$ cat src/hw/rtl/drpq_pkg.sv
// ----------------------------------------------------------------------------
// drpq_pkg
// Shared types and constants for the dead-region proximity query block.
// ----------------------------------------------------------------------------
package drpq_pkg;

  localparam int NUM_BOUNDS = 256;
  localparam int NUM_PLANES = 3;
  localparam int IDX_W      = $clog2(NUM_BOUNDS);
  localparam int CNT_W      = $clog2(NUM_BOUNDS + 1);
  localparam int ADDR_W     = IDX_W + 2;
  localparam int DEPTH      = NUM_PLANES * NUM_BOUNDS;

  localparam logic [15:0] TOL_RESET = 16'd38;

  localparam logic [1:0] CMD_CLEAR  = 2'd0;
  localparam logic [1:0] CMD_APPEND = 2'd1;
  localparam logic [1:0] CMD_QUERY  = 2'd2;

  localparam logic [1:0] PLANE_FIRST  = 2'd0;
  localparam logic [1:0] PLANE_SECOND = 2'd1;
  localparam logic [1:0] PLANE_COLL   = 2'd2;
  localparam logic [1:0] PLANE_NONE   = 2'd3;

  typedef struct packed {
    logic [1:0]         kind;
    logic [1:0]         plane;
    logic               is_low;
    logic signed [13:0] y_start;
    logic [16:0]        z_start;
    logic signed [13:0] y_end;
    logic [16:0]        z_end;
    logic signed [13:0] query_y;
    logic [16:0]        query_z;
  } cmd_t;

  typedef struct packed {
    logic               low;
    logic signed [13:0] y_start;
    logic [16:0]        z_start;
    logic signed [13:0] y_end;
    logic [16:0]        z_end;
  } entry_t;

  // per-entry tag that rides along the evaluation pipeline
  typedef struct packed {
    logic       valid;
    logic [1:0] plane;
    logic       first;
  } tag_t;

  typedef struct packed {
    logic       valid;
    logic [1:0] plane;
    logic       first;
    logic       low;
    logic       close;
    logic       side_ok;
    logic       side_neg;
    logic       side_pos;
  } eval_t;

endpackage

$ cat src/hw/rtl/drpq_fifo.sv
// ----------------------------------------------------------------------------
// drpq_fifo
// Two-entry command queue between front and back.
// ----------------------------------------------------------------------------
module drpq_fifo (
  input  logic           clk,
  input  logic           rst,
  input  logic           push,
  input  drpq_pkg::cmd_t push_data,
  output logic           full,
  input  logic           pop,
  output logic           not_empty,
  output drpq_pkg::cmd_t pop_data
);
  import drpq_pkg::*;

  cmd_t       slot [2];
  logic       wr_ptr, rd_ptr;
  logic [1:0] fill;

  assign full      = (fill == 2'd2);
  assign not_empty = (fill != 2'd0);
  assign pop_data  = slot[rd_ptr];

  always_ff @(posedge clk) begin
    if (push) slot[wr_ptr] <= push_data;
  end

  always_ff @(posedge clk) begin
    if (rst) begin
      wr_ptr <= 1'b0;
      rd_ptr <= 1'b0;
      fill   <= 2'd0;
    end else begin
      if (push) wr_ptr <= !wr_ptr;
      if (pop)  rd_ptr <= !rd_ptr;
      case ({push, pop})
        2'b10:   fill <= fill + 2'd1;
        2'b01:   fill <= fill - 2'd1;
        default: fill <= fill;
      endcase
    end
  end

endmodule

$ cat config.mk
export PLATFORM = sky130hd
export DESIGN_NAME = drpq_fifo
export DESIGN_NICKNAME = d
export VERILOG_FILES = /design/src/hw/rtl/drpq_pkg.sv /design/src/hw/rtl/drpq_fifo.sv
export SDC_FILE = /design/constraint.sdc
export NUM_CORES = 1
export LEC_CHECK = 0
export BUFFER_PORTS_ARGS = -buffer_cell sky130_fd_sc_hd__clkbuf_2
export CAP_MARGIN = 10
export CELL_PAD_IN_SITES_DETAIL_PLACEMENT = 1
export CELL_PAD_IN_SITES_GLOBAL_PLACEMENT = 1
export CORE_MARGIN = 1.5
export CORE_UTILIZATION = 40
export CTS_BUF_LIST = sky130_fd_sc_hd__clkbuf_4
export CTS_CLUSTER_DIAMETER = 60
export CTS_CLUSTER_SIZE = 10
export DETAILED_ROUTE_END_ITERATION = 10
export GPL_TIMING_DRIVEN = 0
export PLACE_DENSITY_LB_ADDON = 0.3
export SYNTH_ARGS = -nofsm -noshare
export SYNTH_HDL_FRONTEND = slang
export SYNTH_SLANG_ARGS = --single-unit
$ cat constraint.sdc
create_clock -name clk -period 5.8 [get_ports clk]
set_input_delay 1.45 -clock clk [delete_from_list [all_inputs] [get_ports clk]]
set_output_delay 1.45 -clock clk [all_outputs]
set_load 0.05 [all_outputs]
==> results of run 1 <==
## cell families (layout without fill, tap and decap cells)
logic type	after synthesis	after routing	share of synthesized area [%]
flip-flops	201	201	82.2
multiplexers	98	98	15.3
buffers and inverters	12	253	1.15
AND/OR/NAND/NOR	9	9	0.636
XOR/XNOR	4	4	0.481
AO/OA/AOI/OAI	2	2	0.137
adder cells (fa/ha/maj)	1	1	0.172
## worst max path at each step
stage | from | endpoint | depth (start not counted)
after global routing | register | pop_data[72] | 5
after global placement | push | slot[0][60] | 3
after detailed placement | push | slot[0][60] | 5
after CTS | register | pop_data[72] | 5
final | register | pop_data[72] | 5
after floorplan | push | slot[0][0] | 2
## cell type report
class                           instances  area [um^2]
Timing Repair Buffer                  205         1100
Multi-Input combinational cell        114         1220
Clock inverter                          1         8.76
Clock buffer                           35          263
Fill cell                            1745         8950
Sequential cell                       201         5990
Tap cell                              229          287
Inverter                                1         3.75
Buffer                                 11         80.1
## critical path, cell delays in order (launching register included)
cell      delay, ns
dfxtp_1        0.35
buf_6          0.15
buf_6          0.16
buf_6          0.17
mux2_2         0.35
clkbuf_2       0.24
## state kept, by name, summed over array words and instances, names as in the netlist, named ones only
register  flops
slot        196
rd_ptr        1
wr_ptr        1
fill          2
## power groups by stage
| stage | logic [uW] | clock network [uW] | registers (uW) |
|---|---|---|---|
| after floorplan | 444 | 0 | 1750 |
| after global placement | 586 | 0 | 1750 |
| after detailed placement | 612 | 0 | 1750 |
| after CTS | 614 | 757 | 1710 |
| after global routing | 637 | 798 | 1720 |
| final | 604 | 715 | 1710 |
## through the flow
stage / cells / worst slack [ns] / setup TNS, ns / utilization, %
6_report: 797 / 2.30 / 0 / 50.0
5_1_grt: 797 / 2.15 / 0 / 50.0
2_1_floorplan: 327 / 1.33 / 0 / -
3_5_place_dp: 761 / 2.74 / 0 / 48.5
3_3_place_gp: 757 / -0.109 / -9.65 / 47.9
4_1_cts: 797 / 2.19 / 0 / 50.0
## cell usage in the layout, fill, tap and decap left out
cell      count
xnor2_1       3
inv_6         1
ha_1          1
mux2_2       96
clkbuf_4     35
buf_16        2
or2_2         1
nor2_4        1
and2_4        1
buf_6         4
or3_1         1
inv_1         1
o21ai_0       1
a21oi_1       1
nor2_1        4
buf_2         7
dfxtp_1       5
buf_12        2
mux2_4        2
xor2_1        1
edfxtp_1    196
and2b_2       1
clkbuf_2    201
## per-layer routing
metal / wire (um) / up-vias
met1: 5570 / 1861
met5: 0 / -
met4: 267 / 0
li1: - / 1758
met2: 7350 / 145
met3: 1470 / 24
==> flow_metrics.tcl, run 1 <==
set metrics [dict create \
    status "finished clean" \
    grt_pass1_vias 4277 \
    wl_per_cell_um 18.4 \
    dp_hpwl_um 10200 \
    gp_congestion 0.687 \
    synth-seq-cells 201 \
    synth_area_leaders "edfxtp_1 81%, mux2_2 15%, dfxtp_1 1.4%" \
    comb_power_share_pct 19.9 \
    die-area_mm2 0.0190 \
    grt_max_degree 64 \
    syn_to_final_growth_pct 22.9 \
    intPower_uw 2140 \
    crit_path_end_kind "primary output" \
    r2r-end "slot[0][79]" \
    cp.arrival_ns 2.05 \
    antenna_cells 0 \
    syn_area_mm2 0.00728 \
    met3_usage_pct 5.23 \
    netlist.top_cell.by_area "edfxtp_1" \
    crit_type "reg2out" \
    reg2regPathDepth 3 \
    antenna_found_initial 0 \
    vias_per_cell 4.75 \
    setup_viol 0 \
    synth_seq_area_share_pct 82.2 \
    path_max_fanout 10 \
    worst_slew_pin_slew_ns 0.628 \
    drive_gt1_share_pct 62.3 \
    finalClockSkew_ns 0.0203 \
    grt_use_total_pct 15.1 \
    power_leakage_uw 0.00341 \
    fmax_mhz 286 \
    port_buffers 201 \
    fin_area_mm2 0.00895 \
    cts_hold_buf 0 \
    synth.top_cells.by_count "196 x edfxtp_1, 96 x mux2_2, 7 x buf_2" \
    synth.yosys.warnings 0 \
    avgSynthCellArea_um2 22.3 \
    cts_buffers 24 \
    grt_use_met1_pct 17.3 \
    maxCapViolCount 0 \
    clockBufferDepth 3 \
    rows 49 \
    die_x_um 138 \
    num_vias 3788 \
    min_period_ns 3.50 \
    dr.pass1.iters 4 \
    pwr-share-seq_pct 56.5 \
    peakVddDrop_mv 0.191 \
    syn_inst 327 \
    synth_top_area_share_pct 80.8 \
    grt_overflow_total 0 \
    start_util_pct 40.7 \
    total_power_uw 3030 \
    maxSlewHeadroom_pct 58.0 \
    clkTransAtPathRegs_ns 0.12 \
    whs_path_depth 2 \
    totalWireLength_um 14700 \
    cts_resized 0 \
    fp.coreArea_mm2 0.0179 \
    cts_sinks 201 \
    r2r_setup_slack_ns 4.05 \
    drt_iter0_drc 105 \
    syn-num-nets 430 \
    cp_data_required_time_ns 4.35 \
    cts_tree "done" \
    clock_latency_ns 0.60 \
    slew_viol_final 0 \
    die_height_um 138 \
    power_switching_uw 893 \
    sw_frac_of_total_pct 29.4 \
    ios 202 \
    synth.distinct_cells 17 \
    whs_ns 0.511 \
    root_buffer "clkbuf_4" \
    yosys_most_used_dff "edfxtp_1" \
    whs_endpoint "fill[1]" \
    h-tree-depth 1 \
    power_density_mw_per_mm2 339 \
    finish.net_count 661 \
    timing.final.crit_share_pct 60.3 \
    route.antenna.remaining_nets 0 \
    place_area_mm2 0.00868 \
    grtUsageMet2_pct 26.5 \
    synth.most_common_cell "edfxtp_1" \
    grt-busiest-layer "met2" \
    cts_setup_buffers 0 \
    synth-async-reset-ratio_pct 0 \
    drc 0 \
    rr_startpoint "wr_ptr" \
    grt_pass1_wl_um 21900 \
    worstHoldPathType "reg2reg" \
    rsz0062_at_grt "false" \
    synth_edf_count 196 \
    pwr-share-clk_pct 23.6 \
    worstSetupStartpointType "register" \
    min_from "fill[1]" \
    final-hold-violation-count 0 \
]
(Power assumes the default switching activity.)
==> run 2, diff against run 1 <==
==> constraint.sdc (replaced) <==
create_clock -name clk -period 2.9 [get_ports clk]
set_input_delay 0.725 -clock clk [delete_from_list [all_inputs] [get_ports clk]]
set_output_delay 0.725 -clock clk [all_outputs]
set_load 0.05 [all_outputs]
==> flow_metrics.tcl, run 2 (synthesis gave the netlist of run 1 again) <==
set metrics [dict create \
    status "finished clean" \
    cts_tree "done" \
    worstHoldPathType "in2reg" \
    maxSlewHeadroom_pct 53.7 \
    gp_congestion 0.683 \
    power_density_mw_per_mm2 673 \
    clockBufferDepth 3 \
    drc 0 \
    path_max_fanout 10 \
    met3_usage_pct 4.93 \
    totalWireLength_um 14000 \
    antenna_found_initial 0 \
    crit_type "reg2out" \
    drt_iter0_drc 113 \
    cp_data_required_time_ns 2.17 \
    fmax_mhz 361 \
    regMostFlops "slot" \
    setup_viol 0 \
    grt_use_total_pct 14.5 \
    slew_viol_final 0 \
    die-area_mm2 0.0190 \
    clock_latency_ns 0.61 \
    crit_path_end_kind "primary output" \
    ios 202 \
    power_leakage_uw 0.00340 \
    fin_area_mm2 0.00894 \
    placed_cells 761 \
    finalSetupTns_ns 0 \
    vias_per_cell 4.73 \
    wl_per_cell_um 17.5 \
    mostFrequentLayoutCells "201 x clkbuf_2, 196 x edfxtp_1, 96 x mux2_2" \
    min_period_ns 2.77 \
    dr.pass1.iters 4 \
    largest_register_ffs 196 \
    start_util_pct 40.7 \
    fp.coreArea_mm2 0.0179 \
    grt_pass1_wl_um 21200 \
    grt-busiest-layer "met2" \
    layout_commonest_cell "clkbuf_2" \
    finalCoreUtilization_pct 49.9 \
    timing.final.crit_share_pct 95.6 \
    syn_to_final_growth_pct 22.7 \
    num_vias 3766 \
    maxCapViolCount 0 \
    route.antenna.remaining_nets 0 \
    drive_gt1_share_pct 62.3 \
    die_height_um 138 \
    grt_use_met1_pct 15.9 \
    cp.arrival_ns 2.05 \
    die_x_um 138 \
    grt_max_degree 51 \
    grtUsageMet2_pct 26.1 \
    clkTransAtPathRegs_ns 0.11 \
    dp_hpwl_um 9830 \
    whs_ns 0.291 \
    final-hold-violation-count 0 \
    finalClockSkew_ns 0.0345 \
    stdcell_count 796 \
    port_buffers 201 \
    peakVddDrop_mv 0.364 \
    grt_pass1_vias 4194 \
    antenna_cells 0 \
    root_buffer "clkbuf_4" \
    worstSetupStartpointType "register" \
    worst_slew_pin_slew_ns 0.695 \
    grt_overflow_total 0 \
    finish.net_count 661 \
    fill_cells 1708 \
    h-tree-depth 1 \
    rsz0062_at_grt "false" \
    reg_top3 "slot: 196 flops, fill: 2 flops" \
    place_area_mm2 0.00867 \
    cts_sinks 201 \
    rows 49 \
    cts_buffers 24 \
]
-- run 2: changes by cell type in the layout (fill, tap and decap cells not counted), sizes merged --
cell,before,now
buf,15,14
-- run 2: routing by layer --
| layer | wire (um) | up-vias |
|---|---|---|
| li1 | - | 1757 |
| met1 | 5020 | 1836 |
| met2 | 7330 | 143 |
| met3 | 1260 | 30 |
| met4 | 359 | 0 |
| met5 | 0 | - |
-- run 2: worst paths after layout --
path                startpoint           end  slack (ns)  cells past startpoint
setup / recovery      register  pop_data[72]        0.13                      5
hold / removal    push_data[6]    slot[1][6]        0.29                      1
setup reg to reg        wr_ptr   slot[1][75]        1.13                      2
hold reg to reg        fill[1]       fill[1]        0.54                      2
-- run 2: worst max-delay path, stage by stage (launching register included) --
cell	delay [ns]
dfxtp_1	0.35
buf_6	0.15
buf_6	0.17
buf_6	0.17
mux2_2	0.35
clkbuf_2	0.24
-- run 2: layout make-up --
class,count,area (um^2),share of cell area [%]
buffer,11,82.6,0.924
inverter,1,3.75,0.0420
timing repair buffer,205,1090,12.2
tap,229,287,3.20
sequential,201,5990,66.9
clock inverter,1,8.76,0.0980
clock buffer,34,255,2.85
multi-input combinational,114,1220,13.7
-- run 2: where the power goes --
part	internal, uW	switching [uW]
logic	346	856
clock network	534	855
registers	3380	41.5
-- run 2: timing repair --
action                     in CTS  in global routing
hold buffers                    0                  0
resized for setup               0                  1
buffers inserted                0                  0
setup endpoints to repair       0                  1
-- run 2: through the flow --
stage,worst slack [ns],power [uW]
floorplan,0.260,4370
global placement,-0.681,4670
detailed placement,0.545,4710
CTS,0.0154,6120
global route,0.00171,6270
finish,0.126,6010
==> run 3, diff against run 2 <==
--- a/config.mk
+++ b/config.mk
@@ -16,6 +16,7 @@
 export CTS_CLUSTER_SIZE = 10
 export DETAILED_ROUTE_END_ITERATION = 10
 export GPL_TIMING_DRIVEN = 0
+export MAX_ROUTING_LAYER = met4
 export PLACE_DENSITY_LB_ADDON = 0.3
 export SYNTH_ARGS = -nofsm -noshare
 export SYNTH_HDL_FRONTEND = slang
==> flow_metrics.tcl, run 3 (synthesis gave the netlist of run 1 again) <==
set metrics [dict create \
    status "finished clean" \
    dr.pass1.iters 4 \
    peakVddDrop_mv 0.364 \
    path_max_fanout 10 \
    finish.net_count 661 \
    cts_buffers 24 \
    syn_to_final_growth_pct 22.7 \
    antenna_found_initial 0 \
    rows 49 \
    place_ws_ns 0.545 \
    fmax_mhz 361 \
    start_util_pct 40.7 \
    finalClockSkew_ns 0.0385 \
    die_height_um 138 \
    port_buffers 201 \
    grt_pass1_wl_um 21100 \
    cp.arrival_ns 2.05 \
    maxSlewHeadroom_pct 53.5 \
    dp_hpwl_um 9830 \
    final-hold-violation-count 0 \
    clock_latency_ns 0.61 \
    grt_overflow_total 0 \
    timing.final.ws_setup_ns 0.128 \
    root_buffer "clkbuf_4" \
    reg2regPathDepth 2 \
    drive_gt1_share_pct 62.3 \
    route.antenna.remaining_nets 0 \
    h-tree-depth 1 \
    timing.final.crit_share_pct 95.6 \
    die-area_mm2 0.0190 \
    layout_commonest_cell "clkbuf_2" \
    grt_use_total_pct 14.9 \
    clockBufferDepth 3 \
    cp_slowest_cell "dfxtp_1" \
    crit_family "buffers and inverters" \
    antenna_cells 0 \
    setup_viol 0 \
    cts_sinks 201 \
    fp.coreArea_mm2 0.0179 \
    regMostFlops "slot" \
    critical_path.cell_chain "buf_6, buf_6, buf_6, mux2_2, clkbuf_2" \
    cpPeakStageDelay_ns 0.35 \
    drt_iter0_drc 108 \
    cp_num_buf_inv 4 \
    rsz0062_at_grt "false" \
    grt_max_degree 51 \
    totalWireLength_um 14000 \
    wl_per_cell_um 17.6 \
    mostFrequentLayoutCells "201 x clkbuf_2, 196 x edfxtp_1, 96 x mux2_2" \
    crit_top_cell "buf_6" \
    gp_congestion 0.690 \
    slew_viol_final 0 \
    grt_pass1_vias 4204 \
    worst_slew_pin_slew_ns 0.698 \
    whs_path_depth 1 \
    cts_tree "done" \
    ff_latch_area_mm2 0.00599 \
    clkTransAtPathRegs_ns 0.11 \
    die_x_um 138 \
    finalSetupTns_ns 0 \
    worstHoldPathType "in2reg" \
    min_period_ns 2.77 \
    num_vias 3788 \
    fill_cells 1708 \
    drc 0 \
    crit_type "reg2out" \
    maxCapViolCount 0 \
    worstSetupStartpointType "register" \
    reg_top3 "slot: 196 flops, fill: 2 flops" \
    multi_input_area_mm2 0.00122 \
    largest_register_ffs 196 \
    power_leakage_uw 0.00340 \
    power_density_mw_per_mm2 673 \
    cp.depth 5 \
    ios 202 \
    crit_path_end_kind "primary output" \
    vias_per_cell 4.76 \
    cp_data_required_time_ns 2.17 \
]
run 3: cell counts in the layout (fill, tap and decap cells not counted):
Identical to the previous run, type by type.
run 3: metrics by stage:
| stage | std cells | area (um^2) | hold slack [ns] | total power (uW) | utilization [%] |
|---|---|---|---|---|---|
| 6_report | 796 | 8940 | 0.289 | 6020 | 49.9 |
| 5_1_grt | 796 | 8940 | 0.242 | 6270 | 49.9 |
| 4_1_cts | 796 | 8940 | 0.228 | 6120 | 49.9 |
| 3_5_place_dp | 761 | 8670 | 0.512 | 4710 | 48.5 |
| 3_3_place_gp | 757 | 8590 | 0.478 | 4670 | 48.0 |
| 2_1_floorplan | 327 | 7290 | 0.456 | 4370 | - |
run 3: area by class of cell:
| class | instances | area share (%) |
|---|---|---|
| Inverter | 1 | 0.0420 |
| Timing Repair Buffer | 205 | 12.2 |
| Tap cell | 229 | 3.20 |
| Clock inverter | 1 | 0.0980 |
| Sequential cell | 201 | 66.9 |
| Clock buffer | 34 | 2.85 |
| Multi-Input combinational cell | 114 | 13.7 |
| Buffer | 11 | 0.924 |
run 3: final timing paths:
kind	from	to	slack [ns]
min	push_data[87]	slot[1][87]	0.29
max	register	pop_data[72]	0.13
max reg2reg	wr_ptr	slot[1][73]	1.12
min reg2reg	fill[1]	fill[1]	0.54
run 3: timing repair:
action | 4_1_cts | 5_1_grt
resized for setup | 0 | 1
setup buffers | 0 | 0
hold buffers | 0 | 0
endpoints found under the setup margin | 0 | 1
run 3: layer usage:
metal | GRT usage [%] | part of all wire (%) | vias to the layer above | wire length, um
met5 | - | 0 | - | 0
met3 | 4.09 | 8.1 | 30 | 1130
met1 | 16.4 | 37 | 1856 | 5140
met2 | 26.1 | 53 | 145 | 7380
li1 | - | - | 1757 | -
met4 | 5.21 | 2.4 | 0 | 337
run 3: power breakdown:
group / total [uW] / switching [uW] / internal (uW)
Combinational: 1200 / 857 / 346
Clock: 1390 / 856 / 534
Sequential: 3420 / 41.4 / 3380
